### config.mk
export PLATFORM = sky130hd
export DESIGN_NAME = ghr_cmp
export DESIGN_NICKNAME = d
export VERILOG_FILES = /design/src/hw/rtl/ghr_pkg.sv /design/src/hw/rtl/ghr_cmp.sv
export SDC_FILE = /design/constraint.sdc
export NUM_CORES = 1
export LEC_CHECK = 0
export ABC_AREA = 1
export BUFFER_PORTS_ARGS = -buffer_cell sky130_fd_sc_hd__buf_2
export CORE_MARGIN = 5
export CORE_UTILIZATION = 35
export DETAILED_ROUTE_END_ITERATION = 16
export PLACE_DENSITY = 0.95
export RECOVER_POWER = 50
export SLEW_MARGIN = 20
export SYNTH_ARGS = -nofsm -noshare
export SYNTH_HDL_FRONTEND = slang
export SYNTH_SLANG_ARGS = --single-unit
### constraint.sdc
create_clock -name vclk -period 2.92
set_clock_uncertainty 0.1 [all_clocks]
set_input_delay 0.876 -clock vclk [all_inputs]
set_output_delay 0.876 -clock vclk [all_outputs]
set_load 0.01 [all_outputs]
### src/hw/rtl/ghr_pkg.sv
// ----------------------------------------------------------------------------
// ghr_pkg
// Shared types and constants of the generational handle registry.
// ----------------------------------------------------------------------------
package ghr_pkg;

  localparam int unsigned TABLE_ENTRIES_DEF = 64;

  localparam int unsigned ID_W   = 32;
  localparam int unsigned GEN_W  = 32;
  localparam int unsigned PIN_W  = 32;
  localparam int unsigned STAT_W = 3;

  localparam logic [GEN_W-1:0] GEN_MAX = '1;
  localparam logic [PIN_W-1:0] PIN_MAX = '1;

  typedef enum logic [1:0] {
    ACT_PUBLISH = 2'd0,
    ACT_PIN     = 2'd1,
    ACT_UNPIN   = 2'd2,
    ACT_REVOKE  = 2'd3
  } action_t;

  typedef enum logic [STAT_W-1:0] {
    ST_OK       = 3'd0,
    ST_STALE    = 3'd1,
    ST_REVOKED  = 3'd2,
    ST_PUBFAIL  = 3'd3,
    ST_PINLIMIT = 3'd4
  } status_t;

  // One table entry as stored in memory.
  typedef struct packed {
    logic [ID_W-1:0]  identity;
    logic [GEN_W-1:0] generation;
    logic [PIN_W-1:0] pin_count;
    logic             withdrawn;
  } entry_t;

  // Results of the shared compare unit.
  typedef struct packed {
    logic id_eq;
    logic gen_eq;
    logic gen_gt;
  } cmp_res_t;

endpackage

### src/hw/rtl/ghr_cmp.sv
// ----------------------------------------------------------------------------
// ghr_cmp
// Shared compare unit: tests one entry against the command and the best
// generation seen so far.
// ----------------------------------------------------------------------------
module ghr_cmp (
  input  ghr_pkg::entry_t             ent,
  input  logic [ghr_pkg::ID_W-1:0]    cmd_identity,
  input  logic [ghr_pkg::GEN_W-1:0]   cmd_generation,
  input  logic [ghr_pkg::GEN_W-1:0]   max_generation,
  output ghr_pkg::cmp_res_t           res
);
  import ghr_pkg::*;

  always_comb begin
    res.id_eq  = (ent.identity == cmd_identity);
    res.gen_eq = (ent.generation == cmd_generation);
    res.gen_gt = (ent.generation > max_generation);
  end

endmodule

### After elaboration in Yosys (flattened, before gate mapping)

Index checks and enable logic that the tools add are counted.
Widths: inputs -> output; s select.

* bits in registers: 0
* input bits: 193
* output and inout bits: 3
* logic and storage cells: 3

* $lt $le $gt $ge: 1
* equality and inequality tests: 2

Operators with widths (count)
* $eq 32x32->1: 2
* $gt 32x32->1: 1

### Depth between registers and ports, before layout

* depth in word-level cells: 1
* mapped depth: 13
* depth with buffers taken out: 13

### Least setup slack after synthesis

Ideal clock, no wire load.

* kind: input to output
* start: input port max_generation[31] (netlist bit)
* end: output port res[0] (netlist bit)
* cell stages on the path: 9
* data required time: 1944 ps
* data arrival time: 1860 ps
* setup slack: 84 ps
* buffers on the path: 0
* cells stage by stage: inv_1 > ha_1 > nand2_1 > nor2_2 > and2_4 > inv_2 > nor2_2 > and3b_1 > a21oi_1

RTL lines
* from (decl): RTL line ghr_cmp.sv:10 `input logic [ghr_pkg::GEN_W-1:0] max_generation,`
* to (decl): RTL line ghr_cmp.sv:11 `output ghr_pkg::cmp_res_t res`

==> results.json <==
{
  "yosys_warnings": 0,
  "drive_above_1_share_pct": 63.16,
  "first_pass_grt_wire_length_mm": 10.91,
  "path_common_cell": "sky130_fd_sc_hd__nor2_2",
  "worst_ep_arrival_time_ns": 2.08,
  "crit_path_top_delay_cell": "sky130_fd_sc_hd__ha_4",
  "crit_path_start": "ent[60]",
  "area.growth.synth_to_final_pct": 104.2,
  "share_of_synthesized_area_occupied_by_flip_flops_and_latches_pct": 0,
  "synth.area.top_cells": "sky130_fd_sc_hd__xnor2_1 (29%), sky130_fd_sc_hd__ha_1 (24%), sky130_fd_sc_hd__nand2_1 (10%)",
  "detailedRoute.firstIterationViolations": 71,
  "worstHoldPathType": "in -> out",
  "maxSlewHeadroom_pct": 84.22,
  "first_global_vias": 2649,
  "sequential_cell_total": 0,
  "placementRows": 25,
  "filler_cell_count": 314,
  "estimated_wirelength_of_the_detail_placed_design_mm": 5.607,
  "buffer_ports.inserted": 163,
  "cell_type_with_the_largest_total_area_after_synthesis": "sky130_fd_sc_hd__xnor2_1",
  "outcome": "finished, violations left",
  "gr_ovfl_total": 0,
  "postCtsHoldBufs": 0,
  "report.final.hold_viol_count": 0,
  "dpl.cell_count": 486,
  "power.ir.vdd_worst_uv": 82.02,
  "synth_area_um2": 1640,
  "crit_path_end_kind": "output port",
  "rsz0062_at_grt": "true",
  "worstSetupPathType": "in -> out",
  "dieHeight_um": 78.46,
  "antenna_found_initial": 0,
  "critical_path.max_stage_delay_ns": 0.29,
  "syn-num-nets": 475,
  "drt-wirelength-per-cell_um": 16.99,
  "antenna-diode-count": 0,
  "tightest_slew_ns": 0.2350,
  "cp.required_ns": 1.94,
  "cp-start-kind": "input pin",
  "largest_net_degree_at_the_start_of_global_routing": 4,
  "ys_types": 25,
  "power_leakage_nw": 1.652,
  "failed_checks": "setup timing",
  "layout_commonest_cell": "sky130_fd_sc_hd__buf_2",
  "first_pass_drt_iterations": 4,
  "antenna_violating_nets_post_route": 0,
  "cp_cell_sequence": "buf_6 > ha_4 > nand2_4 > nor2_2 > and2_4 > inv_2 > nor2_2 > and3b_1 > a21oi_2 > buf_2",
  "post_layout_nonfiller_instances": 491,
  "die_w_um": 78.46,
  "layout_common_cells": "sky130_fd_sc_hd__buf_2 (128), sky130_fd_sc_hd__xnor2_1 (52), sky130_fd_sc_hd__nand2_1 (32)",
  "vias_per_cell": 5.210,
  "grt_use_total_pct": 21.59,
  "design.final.nets": 664,
  "maxSlewViolCount": 0,
  "powerDensity_nw_per_um2": 152.7,
  "initial_util_pct": 35.43,
  "layout_worst_path_cycle_share_pct": 104.8,
  "post-synth-top-area-fraction_pct": 28.83,
  "worst_hold_startpoint": "ent[76]",
  "final-setup-viol-count": 2,
  "vias": 2558,
  "die_area_um2": 6156,
  "syn_avg_cell_area_um2": 6.561,
  "place_congestion": 0.8295,
  "io_pins": 196,
  "postLayoutCellArea_um2": 3349,
  "critical_path.max_fanout": 2,
  "final-seq-area_um2": 0,
  "postSynthCellCount": 250,
  "postLayoutSetupSlackWorst_ns": -0.1394,
  "drc": 0,
  "timing.hold.worst_path_depth": 7,
  "period_needed_ns": 3.059,
  "place_area_um2": 2666,
  "achievable-frequency_ghz": 0.3269,
  "max_cap_violations": 0,
  "floorplan.core_area_um2": 4629,
  "clock_tree_buffer_count_of_the_final_layout": 0,
  "totalWireLength_mm": 8.340
}
path summary, 6_finish.rpt:
kind	to
worst min-delay path	res[2]
worst max-delay path	res[0]
metal layers:
layer	track usage, %	up-vias	wire (um)
met3	3.784	52	865
met1	18.10	1150	2323
li1	-	1181	-
met2	48.63	175	4662
met5	0	-	0
met4	6.643	0	488
cell families (layout without fill, tap and decap cells):
family / after synthesis / in the layout / synth area share (%)
AND/OR/NAND/NOR: 93 / 93 / 26.93
AO/OA/AOI/OAI: 24 / 24 / 8.467
adder cells (fa/ha/maj): 32 / 32 / 24.41
buffers and inverters: 45 / 232 / 10.30
XOR/XNOR: 56 / 56 / 29.90
area by class of cell:
class	count	area, um2	area share (%)
Inverter	45	173.9	5.192
Multi-Input combinational cell	205	1912	57.08
Tap cell	54	67.56	2.017
Timing Repair Buffer	187	1196	35.71
synth_stat cells:
cell / n
sky130_fd_sc_hd__or2_0: 2
sky130_fd_sc_hd__xor2_1: 2
sky130_fd_sc_hd__or2_1: 2
sky130_fd_sc_hd__nor2_2: 2
sky130_fd_sc_hd__inv_2: 5
sky130_fd_sc_hd__xnor2_1: 54
sky130_fd_sc_hd__o21a_1: 2
sky130_fd_sc_hd__inv_1: 40
sky130_fd_sc_hd__nand2_1: 45
sky130_fd_sc_hd__a21oi_2: 1
sky130_fd_sc_hd__and3b_1: 1
sky130_fd_sc_hd__o21ai_0: 2
sky130_fd_sc_hd__nor3_2: 1
sky130_fd_sc_hd__nor3_1: 2
sky130_fd_sc_hd__or2_2: 2
sky130_fd_sc_hd__ha_1: 32
sky130_fd_sc_hd__nor2_1: 16
sky130_fd_sc_hd__nand3_1: 3
sky130_fd_sc_hd__and2_4: 1
sky130_fd_sc_hd__a21o_1: 1
sky130_fd_sc_hd__nand3_2: 1
sky130_fd_sc_hd__a21oi_1: 16
sky130_fd_sc_hd__nand4_1: 14
sky130_fd_sc_hd__o2111ai_1: 2
sky130_fd_sc_hd__nand4_2: 1
power by group:
part	switching, mW	leakage, nW	internal [mW]
registers	0	0	0
logic	0.226	1.65	0.286
clock network	0	0	0
total	0.226	1.65	0.286
worst max-delay path: cells and delay by family:
family / cells / cell delay (ns)
adder cells (fa/ha/maj): 1 / 0.29
AO/OA/AOI/OAI: 1 / 0.03
AND/OR/NAND/NOR: 5 / 0.60
buffers and inverters: 3 / 0.29
timing repair:
| item | 4_1_cts | 5_1_grt |
|---|---|---|
| setup endpoints to repair | 1 | 2 |
| gates resized for setup | 55 | 82 |
| buffers inserted | 3 | 2 |
| endpoints found under the hold margin | 0 | 0 |
| pin swaps | 18 | 34 |
through the flow:
step | setup TNS [ns] | worst slack [ns] | util (%) | total power, mW | hold WS (ns)
after floorplan | 0 | 0.08378 | - | 0.1716 | 1.869
after global placement | -0.1439 | -0.1439 | 57.59 | 0.3362 | 2.092
after detailed placement | -0.1765 | -0.1765 | 57.59 | 0.3567 | 2.118
after CTS | -0.1072 | -0.1072 | 65.08 | 0.4138 | 2.118
after global routing | -0.2812 | -0.2225 | 72.35 | 0.5560 | 2.160
final | -0.1529 | -0.1394 | 72.35 | 0.5114 | 2.114
(Power assumes the default switching activity.)
